`config.mk`:
```
export PLATFORM = sky130hd
export DESIGN_NAME = rgb_to_hsv_range_top
export DESIGN_NICKNAME = d
export VERILOG_FILES = /design/src/sv/rgbhsv_pkg.sv /design/src/sv/rgbhsv_front.sv /design/src/sv/rgbhsv_cell.sv /design/src/sv/rgbhsv_back.sv /design/src/sv/rgb_to_hsv_range_top.sv
export SDC_FILE = /design/constraint.sdc
export NUM_CORES = 2
export LEC_CHECK = 0
export BUFFER_PORTS_ARGS = -buffer_cell sky130_fd_sc_hd__buf_2
export CORE_MARGIN = 4
export CORE_UTILIZATION = 65
export CTS_CLUSTER_DIAMETER = 40
export DETAILED_ROUTE_END_ITERATION = 8
export GPL_TIMING_DRIVEN = 0
export PLACE_DENSITY = 0.89
export SETUP_SLACK_MARGIN = 0.05
export SLEW_MARGIN = 10
export SYNTH_ARGS = -nofsm -noshare
export SYNTH_HDL_FRONTEND = slang
export SYNTH_SLANG_ARGS = --single-unit
export TNS_END_PERCENT = 50
```
`constraint.sdc`:
```
create_clock -name clk -period 48.3 [get_ports clk]
set_input_delay 9.66 -clock clk [delete_from_list [all_inputs] [get_ports clk]]
set_output_delay 9.66 -clock clk [all_outputs]
set_load 0.02 [all_outputs]
```
`src/sv/rgbhsv_pkg.sv`:
```
// Shared types and constants of the RGB to HSV range converter.
`timescale 1ns / 1ps

package rgbhsv_pkg;

	localparam int CH_W      = 8;
	localparam int HUE_NUM_W = 17;
	localparam int SAT_NUM_W = 16;
	localparam int QUO_W     = 9;
	localparam int IDX_W     = 2;

	localparam logic [IDX_W-1:0] REG_HUE_MARGIN = 2'd0;
	localparam logic [IDX_W-1:0] REG_SAT_MARGIN = 2'd1;
	localparam logic [IDX_W-1:0] REG_VAL_MARGIN = 2'd2;

	localparam logic [CH_W-1:0] MARGIN_RESET = 8'd20;
	localparam logic [CH_W-1:0] HUE_CAP      = 8'd180;
	localparam logic [CH_W-1:0] CH_CAP       = 8'd255;

	localparam logic [17:0] DEG_60  = 18'd60;
	localparam logic [17:0] DEG_120 = 18'd120;
	localparam logic [17:0] DEG_240 = 18'd240;
	localparam logic [17:0] DEG_360 = 18'd360;
	localparam logic [SAT_NUM_W-1:0] SAT_SCALE = 16'd255;

	// data handed from cell to cell: two restoring divisions side by side
	typedef struct packed {
		logic                 hue_zero;
		logic                 sat_zero;
		logic [CH_W-1:0]      val;
		logic [HUE_NUM_W-1:0] hue_rem;
		logic [CH_W-1:0]      hue_div;
		logic [QUO_W-1:0]     hue_quo;
		logic [SAT_NUM_W-1:0] sat_rem;
		logic [CH_W-1:0]      sat_div;
		logic [QUO_W-1:0]     sat_quo;
	} cell_t;

	typedef struct packed {
		logic [CH_W-1:0] hue;
		logic [CH_W-1:0] sat;
		logic [CH_W-1:0] val;
	} margin_t;

endpackage

```
`src/sv/rgbhsv_front.sv`:
```
// Front stage: channel max/min, hue sector and the two division numerators.
`timescale 1ns / 1ps

module rgbhsv_front import rgbhsv_pkg::*; (
	input  logic            clk,
	input  logic            arst_n,
	input  logic            en,
	input  logic            in_vld,
	input  logic [CH_W-1:0] red,
	input  logic [CH_W-1:0] green,
	input  logic [CH_W-1:0] blue,
	output logic            vld_s1,
	output cell_t           data_s1
);

	logic [CH_W-1:0] mx;
	logic [CH_W-1:0] mn;
	logic [CH_W-1:0] d;
	logic [17:0]     hnum;
	cell_t           nxt;

	always_comb begin
		mx = red;
		mn = red;
		if (green > mx) mx = green;
		if (blue > mx) mx = blue;
		if (green < mn) mn = green;
		if (blue < mn) mn = blue;
		d = mx - mn;

		// numerator of the hue quotient; always non-negative
		priority if (red == mx) begin
			if (green >= blue) begin
				hnum = (18'(green) - 18'(blue)) * DEG_60;
			end else begin
				hnum = 18'(d) * DEG_360 - (18'(blue) - 18'(green)) * DEG_60;
			end
		end else if (green == mx) begin
			hnum = 18'(d) * DEG_120 + 18'(blue) * DEG_60 - 18'(red) * DEG_60;
		end else begin
			hnum = 18'(d) * DEG_240 + 18'(red) * DEG_60 - 18'(green) * DEG_60;
		end

		nxt.hue_zero = (d == '0);
		nxt.sat_zero = (mx == '0);
		nxt.val      = mx;
		nxt.hue_rem  = hnum[HUE_NUM_W-1:0];
		nxt.hue_div  = d;
		nxt.hue_quo  = '0;
		nxt.sat_rem  = SAT_NUM_W'(d) * SAT_SCALE;
		nxt.sat_div  = mx;
		nxt.sat_quo  = '0;
	end

	always_ff @(posedge clk or negedge arst_n) begin
		if (!arst_n) begin
			vld_s1 <= 1'b0;
		end else if (en) begin
			vld_s1 <= in_vld;
		end
	end

	always_ff @(posedge clk) begin
		if (en) begin
			data_s1 <= nxt;
		end
	end

endmodule

```
`src/sv/rgbhsv_cell.sv`:
```
// One division cell: settles one quotient bit of the hue and saturation lanes.
`timescale 1ns / 1ps

module rgbhsv_cell import rgbhsv_pkg::*; #(
	parameter int BIT = 0
) (
	input  logic  clk,
	input  logic  arst_n,
	input  logic  en,
	input  logic  vld_i,
	input  cell_t data_i,
	output logic  vld_o,
	output cell_t data_o
);

	logic [HUE_NUM_W-1:0] hue_sh;
	logic [SAT_NUM_W-1:0] sat_sh;
	cell_t                nxt;

	always_comb begin
		hue_sh = HUE_NUM_W'(data_i.hue_div) << BIT;
		sat_sh = SAT_NUM_W'(data_i.sat_div) << BIT;
		nxt    = data_i;
		if (data_i.hue_rem >= hue_sh) begin
			nxt.hue_rem      = data_i.hue_rem - hue_sh;
			nxt.hue_quo[BIT] = 1'b1;
		end
		if (data_i.sat_rem >= sat_sh) begin
			nxt.sat_rem      = data_i.sat_rem - sat_sh;
			nxt.sat_quo[BIT] = 1'b1;
		end
	end

	always_ff @(posedge clk or negedge arst_n) begin
		if (!arst_n) begin
			vld_o <= 1'b0;
		end else if (en) begin
			vld_o <= vld_i;
		end
	end

	always_ff @(posedge clk) begin
		if (en) begin
			data_o <= nxt;
		end
	end

endmodule

```
`src/sv/rgbhsv_back.sv`:
```
// Back stage: final hue and saturation, window bounds and the output register.
`timescale 1ns / 1ps

module rgbhsv_back import rgbhsv_pkg::*; (
	input  logic            clk,
	input  logic            arst_n,
	input  logic            en,
	input  logic            vld_i,
	input  cell_t           data_i,
	input  margin_t         margin,
	output logic            vld_q,
	output logic [CH_W-1:0] hue_q,
	output logic [CH_W-1:0] sat_q,
	output logic [CH_W-1:0] val_q,
	output logic [CH_W-1:0] hue_low_q,
	output logic [CH_W-1:0] hue_high_q,
	output logic [CH_W-1:0] sat_low_q,
	output logic [CH_W-1:0] sat_high_q,
	output logic [CH_W-1:0] val_low_q,
	output logic [CH_W-1:0] val_high_q
);

	logic [CH_W-1:0] hue_c;
	logic [CH_W-1:0] sat_c;
	logic [CH_W:0]   hue_sum;
	logic [CH_W:0]   sat_sum;
	logic [CH_W:0]   val_sum;

	always_comb begin
		hue_c   = data_i.hue_zero ? '0 : data_i.hue_quo[QUO_W-1:1];
		sat_c   = data_i.sat_zero ? '0 : data_i.sat_quo[CH_W-1:0];
		hue_sum = {1'b0, hue_c} + {1'b0, margin.hue};
		sat_sum = {1'b0, sat_c} + {1'b0, margin.sat};
		val_sum = {1'b0, data_i.val} + {1'b0, margin.val};
	end

	always_ff @(posedge clk or negedge arst_n) begin
		if (!arst_n) begin
			vld_q <= 1'b0;
		end else if (en) begin
			vld_q <= vld_i;
		end
	end

	always_ff @(posedge clk) begin
		if (en) begin
			hue_q      <= hue_c;
			sat_q      <= sat_c;
			val_q      <= data_i.val;
			hue_low_q  <= (hue_c > margin.hue) ? hue_c - margin.hue : '0;
			sat_low_q  <= (sat_c > margin.sat) ? sat_c - margin.sat : '0;
			val_low_q  <= (data_i.val > margin.val) ? data_i.val - margin.val : '0;
			hue_high_q <= (hue_sum > {1'b0, HUE_CAP}) ? HUE_CAP : hue_sum[CH_W-1:0];
			sat_high_q <= (sat_sum > {1'b0, CH_CAP}) ? CH_CAP : sat_sum[CH_W-1:0];
			val_high_q <= (val_sum > {1'b0, CH_CAP}) ? CH_CAP : val_sum[CH_W-1:0];
		end
	end

endmodule

```
`src/sv/rgb_to_hsv_range_top.sv`:
```
// Top level of the RGB to HSV converter with threshold windows.
//
//  channel   signals                                     direction
//  -------   -----------------------------------------   ---------
//  input     in_valid, in_ready, red, green, blue          in
//  output    out_valid, out_ready, hue, sat, val,          out
//            hue_low, hue_high, sat_low, sat_high,
//            val_low, val_high
//  config    cfg_we, cfg_index, cfg_data                   in
//
//  One pixel is accepted every clock unless the row holds. Stages: the front
//  stage, nine division cells (one quotient bit each) and the output register.
//  The cells set the latency; each does one compare and subtract per lane.
//  Reset clears all valid bits and sets every margin to 20.
//  When a result waits and out_ready is low, the whole row holds and
//  in_ready drops; it advances again on the cycle the result transfers.
`timescale 1ns / 1ps

module rgb_to_hsv_range_top import rgbhsv_pkg::*; (
	input  logic             clk,
	input  logic             arst_n,
	input  logic             cfg_we,
	input  logic [IDX_W-1:0] cfg_index,
	input  logic [CH_W-1:0]  cfg_data,
	input  logic             in_valid,
	output logic             in_ready,
	input  logic [CH_W-1:0]  red,
	input  logic [CH_W-1:0]  green,
	input  logic [CH_W-1:0]  blue,
	output logic             out_valid,
	input  logic             out_ready,
	output logic [CH_W-1:0]  hue,
	output logic [CH_W-1:0]  sat,
	output logic [CH_W-1:0]  val,
	output logic [CH_W-1:0]  hue_low,
	output logic [CH_W-1:0]  hue_high,
	output logic [CH_W-1:0]  sat_low,
	output logic [CH_W-1:0]  sat_high,
	output logic [CH_W-1:0]  val_low,
	output logic [CH_W-1:0]  val_high
);

	margin_t margin_q;
	logic    en;
	logic    vld   [0:QUO_W];
	cell_t   stage [0:QUO_W];

	// advance the row unless a finished result is still waiting
	assign en       = !out_valid || out_ready;
	assign in_ready = en;

	// margin registers; an index past the last register is dropped
	always_ff @(posedge clk or negedge arst_n) begin
		if (!arst_n) begin
			margin_q.hue <= MARGIN_RESET;
			margin_q.sat <= MARGIN_RESET;
			margin_q.val <= MARGIN_RESET;
		end else if (cfg_we) begin
			unique case (cfg_index)
				REG_HUE_MARGIN: margin_q.hue <= cfg_data;
				REG_SAT_MARGIN: margin_q.sat <= cfg_data;
				REG_VAL_MARGIN: margin_q.val <= cfg_data;
				default: ;
			endcase
		end
	end

	rgbhsv_front u_front (
		.clk     (clk),
		.arst_n  (arst_n),
		.en      (en),
		.in_vld  (in_valid),
		.red     (red),
		.green   (green),
		.blue    (blue),
		.vld_s1  (vld[0]),
		.data_s1 (stage[0])
	);

	// cell i settles quotient bit QUO_W-1-i, most significant first
	for (genvar i = 0; i < QUO_W; i++) begin : g_cell
		rgbhsv_cell #(
			.BIT (QUO_W - 1 - i)
		) u_cell (
			.clk    (clk),
			.arst_n (arst_n),
			.en     (en),
			.vld_i  (vld[i]),
			.data_i (stage[i]),
			.vld_o  (vld[i+1]),
			.data_o (stage[i+1])
		);
	end

	rgbhsv_back u_back (
		.clk        (clk),
		.arst_n     (arst_n),
		.en         (en),
		.vld_i      (vld[QUO_W]),
		.data_i     (stage[QUO_W]),
		.margin     (margin_q),
		.vld_q      (out_valid),
		.hue_q      (hue),
		.sat_q      (sat),
		.val_q      (val),
		.hue_low_q  (hue_low),
		.hue_high_q (hue_high),
		.sat_low_q  (sat_low),
		.sat_high_q (sat_high),
		.val_low_q  (val_low),
		.val_high_q (val_high)
	);

`ifndef SYNTHESIS
	a_hue_range: assert property (@(posedge clk) disable iff (!arst_n)
		out_valid |-> (hue <= 8'd179 && hue_high <= HUE_CAP))
		else $error("hue out of range");

	a_hue_window: assert property (@(posedge clk) disable iff (!arst_n)
		out_valid |-> (hue_low <= hue && hue_high >= hue))
		else $error("hue window does not enclose hue");

	a_sat_window: assert property (@(posedge clk) disable iff (!arst_n)
		out_valid |-> (sat_low <= sat && sat_high >= sat))
		else $error("saturation window does not enclose saturation");

	a_black_sat: assert property (@(posedge clk) disable iff (!arst_n)
		(out_valid && val == '0) |-> (sat == '0 && hue == '0))
		else $error("black pixel with nonzero hue or saturation");

	a_stall_row: assert property (@(posedge clk) disable iff (!arst_n)
		(out_valid && !out_ready) |=> $stable(vld[QUO_W]))
		else $error("row advanced while output stalled");
`endif

endmodule

```
### Word-level counts from Yosys, hierarchy flattened

Cells that the tools add are included.

| storage, ports and cells | value |
|---|---|
| input port bits | 39 |
| bits in registers | 631 |
| output and inout port bits | 74 |

| cells by class | value |
|---|---|
| multipliers | 9 |
| equal/unequal tests | 4 |
| muxes and demuxes | 24 |
| reductions and logical operators | 8 |
| add/sub/neg operators | 29 |
| magnitude comparators | 28 |

Operators with widths:

| cell | count |
|---|---|
| $mux W17 | 10 |
| $mux W16 | 8 |
| $mul A8 B4 Y12 const B | 5 |
| $sub A17 B14 Y17 | 3 |
| $mux W8 | 6 |
| $gt A8 B8 Y1 | 5 |
| $mul A18 B4 Y15 const B | 2 |
| $sub A8 B8 Y8 | 4 |
| $add A8 B8 Y9 | 3 |
| $gt A9 B8 Y1 const B | 3 |
| $sub A8 B8 Y9 | 2 |
| $add A16 B14 Y17 | 1 |
| $ge A17 B10 Y1 | 1 |
| $ge A17 B11 Y1 | 1 |
| $ge A17 B12 Y1 | 1 |
| $ge A17 B13 Y1 | 1 |
| $ge A17 B14 Y1 | 1 |
| $ge A17 B15 Y1 | 1 |
| $ge A17 B16 Y1 | 1 |
| $ge A17 B9 Y1 | 1 |
| $sub A17 B10 Y17 | 1 |
| $sub A17 B11 Y17 | 1 |
| $sub A17 B12 Y17 | 1 |
| $sub A17 B13 Y17 | 1 |
| other kinds (33) | 38 |

### Logic depth before layout (Yosys ltp)

| logic depth | value |
|---|---|
| word-level depth | 10 |
| depth in mapped cells | 48 |
| mapped depth without buffers | 46 |

### Hierarchy

A second synthesis with hierarchy kept.

| unflattened totals | value |
|---|---|
| cell total of the unflattened synthesis | 4230 |
| area total of the unflattened synthesis | 51295.4 um^2 |

Modules (own cells, without submodules):

| module | times used | cells an instance | area each (um^2) |
|---|---|---|---|
| rgbhsv_front | 1 | 1499 | 13591.8 |
| rgbhsv_back | 1 | 418 | 4615.7 |
| rgbhsv_cell at g_cell[5].u_cell | 1 | 257 | 3721.1 |
| rgbhsv_cell at g_cell[4].u_cell | 1 | 264 | 3709.8 |
| rgbhsv_cell at g_cell[7].u_cell | 1 | 273 | 3653.5 |
| rgbhsv_cell at g_cell[8].u_cell | 1 | 270 | 3643.5 |
| rgbhsv_cell at g_cell[6].u_cell | 1 | 260 | 3590.9 |
| rgbhsv_cell at g_cell[3].u_cell | 1 | 245 | 3513.4 |
| rgbhsv_cell at g_cell[2].u_cell | 1 | 244 | 3459.6 |
| rgbhsv_cell at g_cell[1].u_cell | 1 | 223 | 3458.3 |
| rgbhsv_cell at g_cell[0].u_cell | 1 | 225 | 3412.0 |
| rgb_to_hsv_range_top | 1 | 52 | 925.9 |

### Worst setup path before layout

No wires, ideal clock.

| path | value |
|---|---|
| kind | in2out |
| start | in out_ready |
| end | out in_ready |
| arrival time | 21.045 ns |
| path slack | 17.595 ns |
| stages on the path | 3 |
| data required time | 38.640 ns |
| path through | nor2b_1 clkbuf_1 inv_1 |

| on the way | value |
|---|---|
| cells in the longest elaborated chain, start to end | 1 |

Ends and longest elaborated chain:

| item | RTL line | RTL |
|---|---|---|
| from (decl) | rgb_to_hsv_range_top.sv:31 | `input logic out_ready,` |
| $logic_or A1 B1 Y1 | rgb_to_hsv_range_top.sv:49 | `assign en = !out_valid \|\| out_ready;` |
| to (decl) | rgb_to_hsv_range_top.sv:26 | `output logic in_ready,` |

No other way between the ends.

### Final worst setup path

| path | value |
|---|---|
| start | in red[1] |
| end | reg u_front.data_s1[65] (netlist name), data pin |

| on the way | value |
|---|---|
| cells in the longest elaborated chain, start to end | 10 |
| elaborated cells between the ends (all ways) | 23 |
| those cells by class | add/sub (6); mul (4); order compare (4); eq/ne (2); mux (7) |

Ends and longest elaborated chain:

| item | RTL line | RTL |
|---|---|---|
| from (decl) | rgb_to_hsv_range_top.sv:27 | `input logic [CH_W-1:0] red,` |
| $gt A8 B8 Y1 | rgbhsv_front.sv:25 | `if (green > mx) mx = green;` |
| $mux W8 (*) | rgbhsv_front.sv:25 |  |
| $gt A8 B8 Y1 | rgbhsv_front.sv:26 | `if (blue > mx) mx = blue;` |
| $mux W8 (*) | rgbhsv_front.sv:26 |  |
| net u_front.mx[0] | rgbhsv_front.sv:16 | `logic [CH_W-1:0] mx;` |
| $sub A8 B8 Y8 (*) | rgbhsv_front.sv:29 | `d = mx - mn;` |
| net u_front.d[6] | rgbhsv_front.sv:18 | `logic [CH_W-1:0] d;` |
| $mul A8 B4 Y12 | rgbhsv_front.sv:39, rgbhsv_front.sv:41 |  |
| $add A16 B14 Y17 or $add A15 B14 Y16 (tied branches) | rgbhsv_front.sv:41, rgbhsv_front.sv:39 |  |
| $sub A17 B14 Y17 (on tied branches) | rgbhsv_front.sv:41, rgbhsv_front.sv:39 |  |
| $mux W17 | rgbhsv_front.sv:38 | `end else if (green == mx) begin` |
| $mux W17 (*) | rgbhsv_front.sv:32 | `priority if (red == mx) begin` |
| net u_front.hnum[15] | rgbhsv_front.sv:19 | `logic [17:0] hnum;` |
| to (signal assigned) | rgbhsv_front.sv:65 | `data_s1 <= nxt;` |
| to (decl) | rgbhsv_front.sv:13 | `output cell_t data_s1` |

The timed path passes the listed nets; every way through them passes the cells marked *.
A chain may end at the register's enable or synchronous reset.

==> results by group <==
Logic synthesis
  • Syn Area/Cell: 11.2 um^2
  • Post-synth top flop: edfxtp_1
  • Asr flop ratio synth: 5.77%
  • Ys Warns: 0
  • Cell count after synthesis: 3,582
  • Mapped cell area: 40,300 um^2
  • Post-synth EDFFs: ~570
  • Sequential area share after synthesis: 44.8%
  • Net Count, Synth: 4,193
  • Netlist cell types: 85
  • Synth Register Bits: 607

Worst setup path
  • CP Max Fanout: 10
  • Cell mode on critical path: ha_1
  • Crit path kind: input pin to flip-flop
  • Critical Path RT: 48,630 ps
  • CP startpoint kind: input pin
  • R2R setup slack: between 40,000 and 50,000 ps
  • R2r endpoint: g_cell[6].u_cell.data_o[54]$_DFFE_PP_
  • Worst Path Arrival: 22,200 ps
  • Crit-path leading delay family: compound AO/OA/AOI/OAI gates
  • Critical path's slowest cell: xnor2_1
  • Buf/Inv on CP: 7
  • Launch point of the critical path: red[1]
  • Crit path to: u_front.data_s1[65]$_DFFE_PP_
  • Reg2reg start: g_cell[5].u_cell.data_o[43]$_DFFE_PP_
  • Worst r2r path cells: 14
  • Crit path depth: 45
  • CP peak stage delay: 990 ps
  • Crit end category: flip-flop

STA
  • Tmin final: 21,870 ps
  • Highest clock rate: 45.7 MHz
  • Setup_tns: 0 ps
  • Final count of negative-setup-slack endpoints: 0
  • Fin. Hold Viols: 0
  • Fin. max-slew vios: 0
  • Worst rel slew slack: between 15 and 20%
  • Worst-margin pin slew: 1220 ps
  • Final period util: 45.3%
  • Clk_skew: about 23 ps
  • RSZ-0062 raised after global routing: no

Clock tree
  • Max Buffers Root-to-Sink: 3
  • # Post-CTS Setup Buffers: 0
  • Num CTS Buffers: 74
  • Latest clock arrival within the worst-skew pair: 600 ps
  • Hold_buf cts: 0
  • Cts repair resizes: 0
  • CTS tree: done
  • H-tree depth: 3
  • Root buf cell: clkbuf_16
  • Clock slew at reported path FFs: 50 ps
  • TritonCTS Sinks: slightly above 600

Place
  • Dpl hpwl: between 60,000 and 70,000 um
  • Placer congestion estimate: 0.929
  • Dpl cells: 4,488
  • Port Buf Inserts: 112

Die
  • Core area: 61,500 um^2
  • Die width: 257 um
  • Row cnt: 91
  • Initial Utilization: 65.5%
  • Number of top-level pins: 113
  • Die area: 66,000 um^2
  • DIE HEIGHT: roughly 260 um

Cells and area
  • Util after Layout: 72.2%
  • # nets final: 4,385
  • Share of post-route cells with drive strength above 1: 8.17%
  • Most frequent cells in the layout: edfxtp_1, inv_1, ha_1
  • Non-filler cells, final: about 4,600
  • Area delta synth->final: 10.2%
  • Commonest non-fill, non-tap cell in the layout: edfxtp_1

Global route
  • Global Route Usage Sum: between 20% and 30%
  • Largest net degree at the start of global routing: 136
  • Initial antenna violation count: 1
  • Grt total ovfl: 0
  • First-pass GRT wire length: 142,000 um
  • Number of global-route vias before repair: roughly 29,000

Detailed routing
  • Vias: around 28,000
  • DR pass1 iterations: 5
  • Drt wl/cell: 19.2 um
  • DR iter-0 viols: around 1,900
  • Vias per std cell: 5.99
  • # DRC: 0
  • Final ANT Viol Nets: 0
  • Drt total wl: approximately 89,000 um

Job
  • Max-Cap Viols: 0

Outcome
  • Outcome: finished, final reports clean

Hold path
  • Worst min path class: flip-flop to flip-flop
-- worst reg2reg max path: cells and delay by family (launching register included) --
kind	cells	cell delay, ps
flops	1	400
fa+ha+maj	1	330
simple gates	2	460
buf+inv	3	870
compound gates	8	1730
-- routing by layer --
layer  share of wire, %  up-vias  track usage (%)
met2                 53     1021             49.5
met4                6.3        0             16.2
met5                  0        -                0
li1                   -    13000                -
met3                4.8      352             3.37
met1                 36    13300             28.5
-- synthesized netlist by cell type (12+ instances only) --
cell type  number  area, um^2
or3_1          13        81.3
nor2b_1        71         444
ha_1          425        5320
fa_1          147        2940
nor3_1         58         290
o21bai_1       54         405
a211oi_1       26         195
nand2_1       151         567
o21a_1         18         135
and2_1         13        81.3
a21boi_0       18         135
xnor2_1       206        1800
dfrtp_1        29         726
edfxtp_1      572       17200
clkbuf_1       41         154
inv_1         464        1740
nor4_1         27         169
nand3_1        24         120
a21oi_1       246        1230
o21ai_0       142         711
nand4_1        32         200
o31ai_1        12        90.1
xor2_1         87         762
mux2i_1        46         460
mux2_2         37         417
nor2_1        265         995
a21o_1        131         983
nand2b_1       59         369
-- through the flow --
step | hold slack [ps] | setup WS, ps | instance area (um^2)
after floorplan | 400 | 17600 | 40300
after global placement | 400 | 12680 | 41800
after detailed placement | 405 | 26000 | 42000
after CTS | 413 | 26610 | 44400
after global routing | 416 | 25860 | 44400
final | 414 | 26430 | 44400
-- logic make-up (layout without fill, tap and decap cells) --
group | count (synthesis) | after routing | synth area share, %
buffers and inverters | 514 | 762 | 4.84
adders and majority gates | 572 | 572 | 20.5
xor gates and xnor gates | 297 | 297 | 6.56
muxes | 83 | 83 | 2.18
DFF | 607 | 607 | 44.8
AOI/OAI and AO/OA | 736 | 736 | 11.6
and+or+nand+nor | 773 | 773 | 9.48
other | 0 | 1 | 0
-- sequential cells by signal (all words and copies together) (netlist names), 9 cells and up --
signal / count
g_cell.u_cell.data_o: 452
u_front.data_s1: 48
margin_q: 24
g_cell.u_cell.vld_o: 9
-- how the worst min path moves through the flow --
stage	from	to	slack (ps)	cells after the start
global placement	g_cell[6].u_cell.data_o[2]$_SDFFCE_PN1P_	g_cell[7].u_cell.data_o[2]$_DFFE_PP_	400	0
floorplan	u_front.data_s1[75]$_DFFE_PP_	g_cell[0].u_cell.data_o[75]$_DFFE_PP_	400	0
finish	g_cell[3].u_cell.data_o[41]$_DFFE_PP_	g_cell[4].u_cell.data_o[41]$_DFFE_PP_	410	0
global route	g_cell[3].u_cell.data_o[41]$_DFFE_PP_	g_cell[4].u_cell.data_o[41]$_DFFE_PP_	420	0
detailed placement	g_cell[3].u_cell.data_o[41]$_DFFE_PP_	g_cell[4].u_cell.data_o[41]$_DFFE_PP_	400	0
CTS	g_cell[3].u_cell.data_o[41]$_DFFE_PP_	g_cell[4].u_cell.data_o[41]$_DFFE_PP_	410	0
-- cell type report --
class / count / area [um^2]
Fill cell: 3813 / 17100
Tap cell: 790 / 988
Buffer: 49 / 205
Clock buffer: 83 / 1930
Inverter: 465 / 1750
Antenna cell: 1 / 2.50
Timing Repair Buffer: 116 / 671
Multi-Input combinational cell: 2461 / 20300
Sequential cell: 607 / 18100
Clock inverter: 49 / 502
Power is not shown: default switching activity piles up to over one toggle a cycle in this logic, so the estimate is an artifact.
